===== src/rtl/core/bdhr_pkg.sv =====
// Package for the button debounce and hold-repeat core.
// Holds the event codes, register indexes, configuration, state and result types.
// No dependencies.
package bdhr_pkg;

  localparam int unsigned TIME_W = 32;
  localparam int unsigned MS_W   = 16;
  localparam int unsigned CFG_IDX_W = 2;

  typedef enum logic [1:0] {
    EV_NONE    = 2'd0,
    EV_PRESS   = 2'd1,
    EV_RELEASE = 2'd2,
    EV_HOLD    = 2'd3
  } event_t;

  typedef enum logic [CFG_IDX_W-1:0] {
    CFG_ACTIVE_LOW     = 2'd0,
    CFG_DEBOUNCE_MS    = 2'd1,
    CFG_HOLD_FIRST_MS  = 2'd2,
    CFG_HOLD_REPEAT_MS = 2'd3
  } cfg_idx_t;

  localparam logic            RST_ACTIVE_LOW     = 1'b1;
  localparam logic [MS_W-1:0] RST_DEBOUNCE_MS    = 16'd50;
  localparam logic [MS_W-1:0] RST_HOLD_FIRST_MS  = 16'd1000;
  localparam logic [MS_W-1:0] RST_HOLD_REPEAT_MS = 16'd200;

  typedef struct packed {
    logic            active_low;
    logic [MS_W-1:0] debounce_ms;
    logic [MS_W-1:0] hold_first_ms;
    logic [MS_W-1:0] hold_repeat_ms;
  } cfg_t;

  typedef struct packed {
    logic              last_raw_pressed;
    logic              stable_pressed;
    logic [TIME_W-1:0] debounce_stamp;
    logic [TIME_W-1:0] hold_stamp;
    logic              in_repeat_phase;
  } state_t;

  typedef struct packed {
    event_t event_res;
    logic   is_pressed;
  } res_t;

endpackage


===== src/rtl/core/bdhr_if.sv =====
// Stream interfaces for the button debounce and hold-repeat core.
// One interface for the sample channel and one for the result channel.
// Depends on bdhr_pkg.
interface bdhr_in_if;
  logic                         valid;
  logic                         ready;
  logic                         pin_level;
  logic [bdhr_pkg::TIME_W-1:0] now_ms;

  modport source (output valid, output pin_level, output now_ms, input ready);
  modport sink   (input valid, input pin_level, input now_ms, output ready);
endinterface

interface bdhr_out_if;
  logic       valid;
  logic       ready;
  logic [1:0] event_res;
  logic       is_pressed;

  modport source (output valid, output event_res, output is_pressed, input ready);
  modport sink   (input valid, input event_res, input is_pressed, output ready);
endinterface


===== src/rtl/core/button_debounce_hold_repeat_core.sv =====
// Top level of the button debounce and hold-repeat core.
// Holds the configuration and button state registers and a two-word result buffer.
// Depends on bdhr_pkg, bdhr_if and bdhr_step.
//
// Usage: each word on in_ch is one sample of the raw pin level with a free-running
// millisecond timestamp. Each accepted sample gives exactly one word on out_ch: the
// event (none, press, release or hold) and the debounced pressed flag after the step.
// The sample is processed in the cycle it is accepted and its result is registered
// in the result buffer. One sample can be taken every cycle while in_ch.ready is high,
// the rate set by the single step-logic pass between the state and result registers.
// A two-word result buffer lets one more sample in while a result waits; in_ch.ready
// drops only when both words are held because the receiver stalls.
// Registers are written through cfg_we, cfg_idx and cfg_data: 0 active_low,
// 1 debounce_ms, 2 hold_first_ms, 3 hold_repeat_ms. Write them only while idle.
// Reset (rst_n low, synchronous) loads the default register values, puts the button
// in the released state with hold timing off, and empties the result buffer.
module button_debounce_hold_repeat_core (
  input  logic                              clk,
  input  logic                              rst_n,
  bdhr_in_if.sink                           in_ch,
  bdhr_out_if.source                        out_ch,
  input  logic                              cfg_we,
  input  logic [bdhr_pkg::CFG_IDX_W-1:0]    cfg_idx,
  input  logic [bdhr_pkg::MS_W-1:0]         cfg_data
);
  import bdhr_pkg::*;

  cfg_t       cfg_r;
  state_t     st_r;
  state_t     st_nxt;
  res_t       res;
  res_t       buf0_r;
  res_t       buf1_r;
  logic [1:0] cnt_r;
  logic       push;
  logic       pop;

  bdhr_step u_step (
    .cfg       (cfg_r),
    .st        (st_r),
    .pin_level (in_ch.pin_level),
    .now_ms    (in_ch.now_ms),
    .st_nxt    (st_nxt),
    .res       (res)
  );

  assign in_ch.ready       = (cnt_r != 2'd2);
  assign push              = in_ch.valid && in_ch.ready;
  assign pop               = out_ch.valid && out_ch.ready;
  assign out_ch.valid      = (cnt_r != 2'd0);
  assign out_ch.event_res  = buf0_r.event_res;
  assign out_ch.is_pressed = buf0_r.is_pressed;

  always_ff @(posedge clk) begin
    if (!rst_n) begin
      cfg_r.active_low     <= RST_ACTIVE_LOW;
      cfg_r.debounce_ms    <= RST_DEBOUNCE_MS;
      cfg_r.hold_first_ms  <= RST_HOLD_FIRST_MS;
      cfg_r.hold_repeat_ms <= RST_HOLD_REPEAT_MS;
    end else if (cfg_we) begin
      unique case (cfg_idx)
        CFG_ACTIVE_LOW:     cfg_r.active_low     <= cfg_data[0];
        CFG_DEBOUNCE_MS:    cfg_r.debounce_ms    <= cfg_data;
        CFG_HOLD_FIRST_MS:  cfg_r.hold_first_ms  <= cfg_data;
        CFG_HOLD_REPEAT_MS: cfg_r.hold_repeat_ms <= cfg_data;
      endcase
    end
  end

  always_ff @(posedge clk) begin
    if (!rst_n) begin
      st_r <= '0;
    end else if (push) begin
      st_r <= st_nxt;
    end
  end

  always_ff @(posedge clk) begin
    if (!rst_n) begin
      cnt_r <= 2'd0;
    end else begin
      case ({push, pop})
        2'b10:   cnt_r <= cnt_r + 2'd1;
        2'b01:   cnt_r <= cnt_r - 2'd1;
        default: cnt_r <= cnt_r;
      endcase
    end
  end

  always_ff @(posedge clk) begin
    if (pop) begin
      buf0_r <= (cnt_r == 2'd2) ? buf1_r : res;
    end else if (push && (cnt_r == 2'd0)) begin
      buf0_r <= res;
    end
    if (push && !pop && (cnt_r == 2'd1)) begin
      buf1_r <= res;
    end
  end

  a_cnt_range: assert property (@(posedge clk) disable iff (!rst_n)
    cnt_r != 2'd3)
    else $error("result buffer count out of range");

  a_hold_needs_press: assert property (@(posedge clk) disable iff (!rst_n)
    (st_r.hold_stamp != '0) |-> st_r.stable_pressed)
    else $error("hold timing active while released");

  a_event_flag: assert property (@(posedge clk) disable iff (!rst_n)
    (out_ch.valid && (buf0_r.event_res == EV_PRESS || buf0_r.event_res == EV_HOLD))
      |-> buf0_r.is_pressed)
    else $error("press or hold word without pressed flag");

  a_release_flag: assert property (@(posedge clk) disable iff (!rst_n)
    (out_ch.valid && buf0_r.event_res == EV_RELEASE) |-> !buf0_r.is_pressed)
    else $error("release word with pressed flag");

  a_result_follows: assert property (@(posedge clk) disable iff (!rst_n)
    (push && !out_ch.valid) |=> (out_ch.valid && cnt_r == 2'd1))
    else $error("accepted word did not reach the result buffer");

endmodule


===== src/rtl/core/bdhr_step.sv =====
// Next-state and result logic for one button sample.
// Purely combinational; the caller holds the state and result registers.
// Depends on bdhr_pkg.
module bdhr_step (
  input  bdhr_pkg::cfg_t                cfg,
  input  bdhr_pkg::state_t              st,
  input  logic                          pin_level,
  input  logic [bdhr_pkg::TIME_W-1:0]   now_ms,
  output bdhr_pkg::state_t              st_nxt,
  output bdhr_pkg::res_t                res
);
  import bdhr_pkg::*;

  logic              raw;
  logic [TIME_W-1:0] db_stamp;
  logic [TIME_W-1:0] hold_diff;
  logic [TIME_W-1:0] db_diff;
  logic [TIME_W-1:0] delay;
  logic              hold_en;
  logic              hold_back;
  logic              hold_fire;
  logic              db_back;
  logic              take;

  assign raw       = cfg.active_low ? ~pin_level : pin_level;
  assign db_stamp  = (raw != st.last_raw_pressed) ? now_ms : st.debounce_stamp;
  assign delay     = {{(TIME_W-MS_W){1'b0}},
                      st.in_repeat_phase ? cfg.hold_repeat_ms : cfg.hold_first_ms};
  assign hold_en   = raw && (st.hold_stamp != '0);
  assign hold_back = now_ms < st.hold_stamp;
  assign hold_diff = now_ms - st.hold_stamp;
  assign hold_fire = hold_en && !hold_back && (hold_diff >= delay);
  assign db_back   = now_ms < db_stamp;
  assign db_diff   = now_ms - db_stamp;
  assign take      = !db_back && (db_diff > {{(TIME_W-MS_W){1'b0}}, cfg.debounce_ms}) &&
                     (raw != st.stable_pressed);

  always_comb begin
    st_nxt         = st;
    res.event_res  = EV_NONE;
    if (hold_fire) begin
      // A hold event ends the step: the raw flag is not recorded.
      st_nxt.debounce_stamp  = db_stamp;
      st_nxt.hold_stamp      = now_ms;
      st_nxt.in_repeat_phase = 1'b1;
      res.event_res          = EV_HOLD;
    end else begin
      st_nxt.debounce_stamp   = db_back ? now_ms : db_stamp;
      st_nxt.last_raw_pressed = raw;
      if (hold_en && hold_back) begin
        st_nxt.hold_stamp = now_ms;
      end
      if (take) begin
        st_nxt.stable_pressed = raw;
        if (raw) begin
          res.event_res          = EV_PRESS;
          st_nxt.hold_stamp      = now_ms;
          st_nxt.in_repeat_phase = 1'b0;
        end else begin
          res.event_res     = EV_RELEASE;
          st_nxt.hold_stamp = '0;
        end
      end
    end
    res.is_pressed = st_nxt.stable_pressed;
  end

endmodule

===== src/flat_wrapper.sv =====
// flat-port wrapper written by rule: the top's interface ports become plain ports
module button_debounce_hold_repeat_core_flat import bdhr_pkg::*;
  (clk, rst_n, cfg_we, cfg_idx, cfg_data, in_ch_valid, in_ch_pin_level, in_ch_now_ms, in_ch_ready, out_ch_valid, out_ch_event_res, out_ch_is_pressed, out_ch_ready);
  bdhr_in_if in_ch_i ();
  bdhr_out_if out_ch_i ();
  input  logic clk;
  input  logic rst_n;
  input  logic cfg_we;
  input  logic [bdhr_pkg::CFG_IDX_W-1:0] cfg_idx;
  input  logic [bdhr_pkg::MS_W-1:0] cfg_data;
  input wire logic [$bits(in_ch_i.valid)-1:0] in_ch_valid;
  input wire logic [$bits(in_ch_i.pin_level)-1:0] in_ch_pin_level;
  input wire logic [$bits(in_ch_i.now_ms)-1:0] in_ch_now_ms;
  output wire logic [$bits(in_ch_i.ready)-1:0] in_ch_ready;
  output wire logic [$bits(out_ch_i.valid)-1:0] out_ch_valid;
  output wire logic [$bits(out_ch_i.event_res)-1:0] out_ch_event_res;
  output wire logic [$bits(out_ch_i.is_pressed)-1:0] out_ch_is_pressed;
  input wire logic [$bits(out_ch_i.ready)-1:0] out_ch_ready;
  assign in_ch_i.valid = in_ch_valid;
  assign in_ch_i.pin_level = in_ch_pin_level;
  assign in_ch_i.now_ms = in_ch_now_ms;
  assign in_ch_ready = in_ch_i.ready;
  assign out_ch_valid = out_ch_i.valid;
  assign out_ch_event_res = out_ch_i.event_res;
  assign out_ch_is_pressed = out_ch_i.is_pressed;
  assign out_ch_i.ready = out_ch_ready;
  button_debounce_hold_repeat_core u_core (.clk(clk), .rst_n(rst_n), .in_ch(in_ch_i), .out_ch(out_ch_i), .cfg_we(cfg_we), .cfg_idx(cfg_idx), .cfg_data(cfg_data));
endmodule

===== config.mk =====
export PLATFORM = sky130hd
export DESIGN_NAME = button_debounce_hold_repeat_core_flat
export DESIGN_NICKNAME = d
export VERILOG_FILES = /design/src/rtl/core/bdhr_pkg.sv /design/src/rtl/core/bdhr_if.sv /design/src/rtl/core/button_debounce_hold_repeat_core.sv /design/src/rtl/core/bdhr_step.sv /design/src/flat_wrapper.sv
export SDC_FILE = /design/constraint.sdc
export NUM_CORES = 1
export LEC_CHECK = 0
export BUFFER_PORTS_ARGS = -buffer_cell sky130_fd_sc_hd__buf_2
export CORE_MARGIN = 5
export CORE_UTILIZATION = 61
export CTS_CLUSTER_DIAMETER = 50
export DETAILED_ROUTE_END_ITERATION = 12
export HOLD_SLACK_MARGIN = 0.06
export PLACE_DENSITY = 0.9
export SYNTH_ARGS = -nofsm -noshare
export SYNTH_HDL_FRONTEND = slang
export SYNTH_SLANG_ARGS = --single-unit

===== constraint.sdc =====
create_clock -name clk -period 6.5 [get_ports clk]
set_input_delay 0.325 -clock clk [delete_from_list [all_inputs] [get_ports clk]]
set_output_delay 0.325 -clock clk [all_outputs]
set_load 0.02 [all_outputs]

### Yosys cells after proc, flatten, opt, wreduce, memory -nomap -nowiden

Index checks and enable logic that the tools add are counted.
Widths: inputs -> output; s select.

* word-level logic and storage cells: 82
* register bits: 124
* output and inout port bits: 5

* bitwise logic cells: 2
* magnitude comparators: 4
* add/subtract/negate cells: 4
* reductions and logical operators: 30
* mux-type cells: 18
* eq/ne operators: 10

Operator list (count)
* $mux 32: 4
* $mux 65: 1
* $lt 32x32->1: 2
* $sub 32x32->32: 2
* $mux 33: 1
* $ge 32x16->1: 1
* $gt 32x16->1: 1
* $reduce_bool 32->1: 1
* $mux 16: 1
* $reduce_and 2->1: 6
* $logic_and 1x1->1: 11
* $reduce_bool 2->1: 5
* $mux 3: 3
* $eq 2x2->1 const B: 4
* $eq 2x1->1 const B: 3
* $mux 2: 3
* $logic_not 2->1: 2
* $mux 1: 4
* $pmux 2 s2: 1
* $logic_not 1->1: 3
* $reduce_and 3->1: 1
* $reduce_bool 3->1: 1
* $add 2x1->2 const B: 1
* $ne 1x1->1: 2
* other kinds (3): 4

### Longest topological paths before layout

* depth after elaboration: 12
* depth in mapped cells: 28
* mapped depth without buffers: 24

### Modules after synthesis

A second synthesis with hierarchy kept.

* cells, all modules: 1508
* area total of the unflattened synthesis: 11418.5 um^2

By module, submodules not included
* bdhr_step: area each 6811.5 um^2, cells each 1001, seq. area each 0.0 um^2, instances 1
* button_debounce_hold_repeat_core: area each 4606.9 um^2, cells each 507, seq. area each 2542.4 um^2, instances 1

### Worst setup path after synthesis

Ideal clock, no wire load.

* path type: reg2reg
* start: register u_core.cfg_r[48] in the netlist's numbering
* end: register u_core.buf0_r, in the netlist u_core.out_ch.is_pressed (data pin)
* arrival: 5.385 ns
* stages on the path, launching flop included: 27
* setup slack: 0.849 ns
* library setup time: 0.265 ns
* data required time: 6.235 ns
* period minus slack after synthesis: 5.651 ns
* cell sequence: dfxtp_1 xnor3_2 clkbuf_1 clkbuf_1 o21ai_0 ha_1 nand2b_1 a21oi_1 o21ai_1 and2_1 o22a_1 o21ai_0 a21oi_1 xnor2_1 ha_1 nand4_1 or2_2 nor4_1 a221oi_1 a21oi_1 nor4b_1 o211a_1 nand4_1 o21ai_1 buf_2 nor3b_1 or3_1

* word-level cells in the longest chain between the ends: 11
* elaborated cells on any way between the ends: 18
* classes of those cells: add/sub: 1; order compare: 2; eq/ne: 2; mux: 7; reduce/logical: 6

Ends and longest elaborated chain
* start, declared: line button_debounce_hold_repeat_core.sv:28 `cfg_t cfg_r;`
* $mux 1 *: line bdhr_step.sv:25 `assign raw = cfg.active_low ? ~pin_level : pin_level;`
* $ne 1x1->1: line bdhr_step.sv:26 `assign db_stamp = (raw != st.last_raw_pressed) ? now_ms : st.debounce_stamp;`
* $mux 32: line bdhr_step.sv:26
* $sub 32x32->32 or $lt 32x32->1 (tied branches): line bdhr_step.sv:34, bdhr_step.sv:33
* $gt 32x16->1 or $logic_not 1->1 (tied branches): line bdhr_step.sv:35 `assign take = !db_back && (db_diff > {{(TIME_W-MS_W){1'b0}}, cfg.debounce_ms}) &&`
* $logic_and 1x1->1 (2 in a row): line bdhr_step.sv:35
* $mux 1: line bdhr_step.sv:53 `if (take) begin`
* $mux 1 *: line bdhr_step.sv:41 `if (hold_fire) begin`
* $mux 3 (on tied branches): line button_debounce_hold_repeat_core.sv:93, button_debounce_hold_repeat_core.sv:92
* $mux 3 *: line button_debounce_hold_repeat_core.sv:91 `if (pop) begin`
* end signal, assigned: line button_debounce_hold_repeat_core.sv:92 `buf0_r <= (cnt_r == 2'd2) ? buf1_r : res;`
* end signal, assigned: line button_debounce_hold_repeat_core.sv:94 `buf0_r <= res;`
* end, declared: line button_debounce_hold_repeat_core.sv:32 `res_t buf0_r;`

Mark *: on every way between the ends. The rest lies on a longest branch, timed or not. The select of a mux whose other input is x is not followed.
A chain may end at the register's enable or synchronous reset.

### Worst setup path after layout

* start: register u_core.cfg_r[48] in the netlist's numbering
* end: register u_core.st_r[20] in the netlist's numbering

* word-level cells in the longest chain between the ends: 9
* elaborated cells on any way between the ends: 19
* classes of those cells: add/sub: 1; order compare: 2; eq/ne: 2; mux: 5; reduce/logical: 9

Ends and longest elaborated chain
* $mux 1 *: line bdhr_step.sv:25
* $ne 1x1->1: line bdhr_step.sv:26
* $mux 32: line bdhr_step.sv:26
* $sub 32x32->32 or $lt 32x32->1 (tied branches): line bdhr_step.sv:34, bdhr_step.sv:33
* $gt 32x16->1 or $logic_not 1->1 (tied branches): line bdhr_step.sv:35
* $logic_and 1x1->1 (2 in a row): line bdhr_step.sv:35
* $reduce_bool 3->1 (no source line) or $mux 33 (tied branches)
* $reduce_and 2->1 (no source line) or $mux 65 (tied branches)
* end signal, assigned: line button_debounce_hold_repeat_core.sv:74 `st_r <= st_nxt;`
* end, declared: line button_debounce_hold_repeat_core.sv:29 `state_t st_r;`

Marked as above.

==> impl_metrics.py <==
metrics = {
    "outcome": {
        "status": "finished, final reports clean",
    },
    "place": {
        "port-buffer-count": 60,
        "dp_hpwl_mm": 22.7,
        "place_ws_ns": 0.579,
        "gp_congestion": 0.997,
        "post_dp_cell_area_sq_um": 11200,
    },
    "timing": {
        "relSlewSlack_pct": 26.4,
        "worst_slew_pin_slew_ns": 1.10,
        "final_max_slew_viol_count": 0,
        "fin_crit_ns": 6.19,
        "timing.final.crit_share_pct": 95.2,
        "setup_violations": 0,
        "hold_violations": 0,
        "rsz0062_at_grt": "no",
        "tns_ns": 0,
        "max_freq_mhz": 162,
        "layout_setup_ws_ns": 0.310,
        "finalClockSkew_ns": 0.00982,
    },
    "final_layout": {
        "fin_nets": 1572,
        "diodes": 0,
        "syn2layout_area_growth_pct": 9.10,
        "fillers": 1394,
        "stdcell_area_sq_um": 11700,
        "drive_gt1_share_pct": 9.12,
    },
    "die": {
        "die-area_sq_um": 20400,
        "core_area_sq_um": 17300,
        "row_count": 48,
        "io_pins": 61,
        "fp.dieW_microns": 143,
        "initial_utilization_pct": 62.2,
        "dieHeight_microns": 143,
    },
    "global_route": {
        "first_global_vias": 10301,
        "overflow": 0,
        "antenna_found_initial": 0,
        "grt_pass1_wl_mm": 50.6,
        "grt.total_usage_pct": 30.2,
        "grt_max_degree": 118,
    },
    "run": {
        "cap_violations": 0,
    },
    "detailed_routing": {
        "vias": 10834,
        "routed_wl_mm": 31.3,
        "drt-initial-drc-count": 1134,
        "viasPerCell": 6.52,
        "postRouteAntennaNets": 0,
        "first_pass_iters": 6,
        "wl_per_cell_microns": 18.8,
        "drcViolationCount": 0,
    },
    "critical_path": {
        "endpoint_kind": "register",
        "ff2ff_setup_slack_ns": 0.31,
        "r2r_end": "u_core.st_r[20]",
        "crit_path_end": "u_core.st_r[20]",
        "arrival_ns": 6.54,
        "crit_fanout": 32,
        "startpoint": "u_core.cfg_r[48]",
        "r2r_cells": 22,
        "timing.rr.start": "u_core.cfg_r[48]",
        "worstSetupStartpointType": "register",
        "required_ns": 6.85,
        "path_class": "reg -> reg",
    },
    "clocking": {
        "clk_pin_slew_worst_paths_ns": 0.07,
        "postCtsHoldBufs": 0,
        "clock-sinks": 124,
        "cts_resized": 0,
        "cts_buffer_depth": 2,
        "root_buffer": "clkbuf_16",
        "insertion_delay_ns": 0.43,
        "post-cts-setup-buffers": 0,
        "tritoncts": "built",
        "htree_levels": 4,
        "cts_buffers": 17,
    },
    "logic_synthesis": {
        "synthCells": 1402,
        "synth_area_sq_um": 10800,
        "syn_area_per_cell_sq_um": 7.67,
        "synth-edff-count": 6,
        "syn_nets": 1551,
        "yosysWarnings": 0,
        "async_flop_share_pct": 0,
        "ys.flop_type": "dfxtp_1",
        "ys_seq_area_share_pct": 23.6,
        "ys_ff_latch": 124,
        "netlist-cell-type-count": 85,
    },
    "power": {
        "vdd_ir_drop_max_uv": 265,
        "power_uw": 3940,
        "leakage_uw": 0.00485,
        "powerDensity_nw_per_um2": 336,
    },
    "hold_path": {
        "hp-class": "in -> reg",
    },
}
-- per-stage QoR --
stage / cells / hold slack, ns / util, %
finish: 1661 / 0.157 / 67.8
global route: 1661 / 0.175 / 67.8
CTS: 1661 / 0.151 / 67.8
detailed placement: 1629 / 0.456 / 64.5
global placement: 1629 / 0.443 / 64.5
floorplan: 1402 / 0.438 / -
-- layout by cell type (no fill, tap or decap), drive strengths merged, types with 13 or more instances in the layout --
cell type  Yosys  routed
nand2        274     274
dfxtp        118     118
mux2i        108     108
a21oi         97      97
ha            91      91
inv           78      87
buf           12      70
o21ai         64      64
nor2          55      55
a21boi        40      40
o311ai        32      32
nand3         28      28
xnor2         26      26
a21o          20      20
xor2          20      20
nand2b        19      19
nand4         19      19
nor3          19      19
nor4          18      18
nor2b         17      17
clkbuf        56      17
o21a          15      15
o211ai        14      14
a31oi         13      13
-- kinds of logic after synthesis --
family,Yosys count,share of synthesized area [%]
buffers and inverters,147,5.41
DFF,124,23.6
adders and majority gates,95,11.1
xor gates and xnor gates,47,4.04
AOI/OAI and AO/OA,378,23.9
muxes,111,10.4
and+or+nand+nor,500,21.4
-- per-layer routing --
layer	track usage (%)	part of all wire (%)
met2	50.0	46
met1	38.8	41
met5	0	0
met3	4.59	8.1
met4	14.2	4.6
-- cell type report --
class / count / area (sq um) / share of cell area [%]
Timing Repair Buffer: 70 / 378 / 3.22
Clock buffer: 17 / 425 / 3.63
Tap cell: 225 / 282 / 2.40
Inverter: 79 / 297 / 2.53
Clock inverter: 15 / 149 / 1.27
Sequential cell: 124 / 2540 / 21.7
Multi-Input combinational cell: 1131 / 7660 / 65.3
-- sequential cells by signal (all words and copies together) (netlist names) --
signal	count
u_core.out_ch.event_res	2
u_core.cfg_r	49
u_core.cnt_r	2
u_core.out_ch.is_pressed	1
u_core.st_r	67
u_core.buf1_r	3
-- how the worst min path moves through the flow --
stage,cells past startpoint,end,startpoint,slack (ns)
2_1_floorplan,2,u_core.st_r[45],u_core.st_r[45],0.44
3_3_place_gp,2,u_core.st_r[58],u_core.st_r[58],0.44
3_5_place_dp,2,u_core.st_r[54],u_core.st_r[54],0.46
4_1_cts,3,u_core.cfg_r[19],cfg_data[3],0.15
5_1_grt,3,u_core.cfg_r[17],cfg_data[1],0.18
6_report,3,u_core.cfg_r[19],cfg_data[3],0.16
-- worst max-delay path: stages (launching register included) --
cell	delay (ns)
dfxtp_1	0.48
xnor3_2	0.54
a21oi_1	0.23
ha_1	0.27
nand2b_1	0.16
a21oi_1	0.13
or3_4	0.39
a211oi_4	0.34
o21a_1	0.27
xnor2_1	0.15
ha_1	0.27
a21oi_1	0.19
nand2_1	0.08
a31oi_1	0.25
o211ai_1	0.20
a21oi_1	0.25
nor4b_1	0.33
o211a_1	0.19
nand4_1	0.11
or2_1	0.32
a41oi_4	0.18
buf_4	0.50
mux2i_1	0.27
-- power breakdown --
| part | total [uW] | switching [uW] | internal [uW] |
|---|---|---|---|
| combinational | 2040 | 1240 | 803 |
| clock | 937 | 429 | 508 |
| sequential | 969 | 87.7 | 882 |
-- synthesized netlist by cell type (6+ instances only) --
cell | count | area share (%)
o311ai_0 | 32 | 2.6
nand2_1 | 274 | 9.6
nor2b_1 | 17 | 0.99
nand3_1 | 28 | 1.3
dfxtp_1 | 118 | 22
clkbuf_1 | 56 | 2.0
o21ai_0 | 60 | 2.8
nor4_1 | 18 | 1.0
ha_1 | 91 | 11
o31ai_1 | 6 | 0.42
o21a_1 | 15 | 1.0
a21oi_1 | 96 | 4.5
a211oi_1 | 9 | 0.63
buf_2 | 6 | 0.28
or2_2 | 6 | 0.35
nor3_1 | 18 | 0.84
nand2b_1 | 19 | 1.1
nor2_1 | 55 | 1.9
o211ai_1 | 14 | 0.98
xnor2_1 | 25 | 2.0
a21boi_0 | 40 | 2.8
inv_1 | 78 | 2.7
or3_1 | 7 | 0.41
o22ai_1 | 10 | 0.58
nand4_1 | 19 | 1.1
mux2i_1 | 108 | 10
and2_1 | 7 | 0.41
xor2_1 | 20 | 1.6
edfxtp_1 | 6 | 1.7
a21o_1 | 20 | 1.4
a31oi_1 | 13 | 0.76
(Power assumes the default switching activity.)
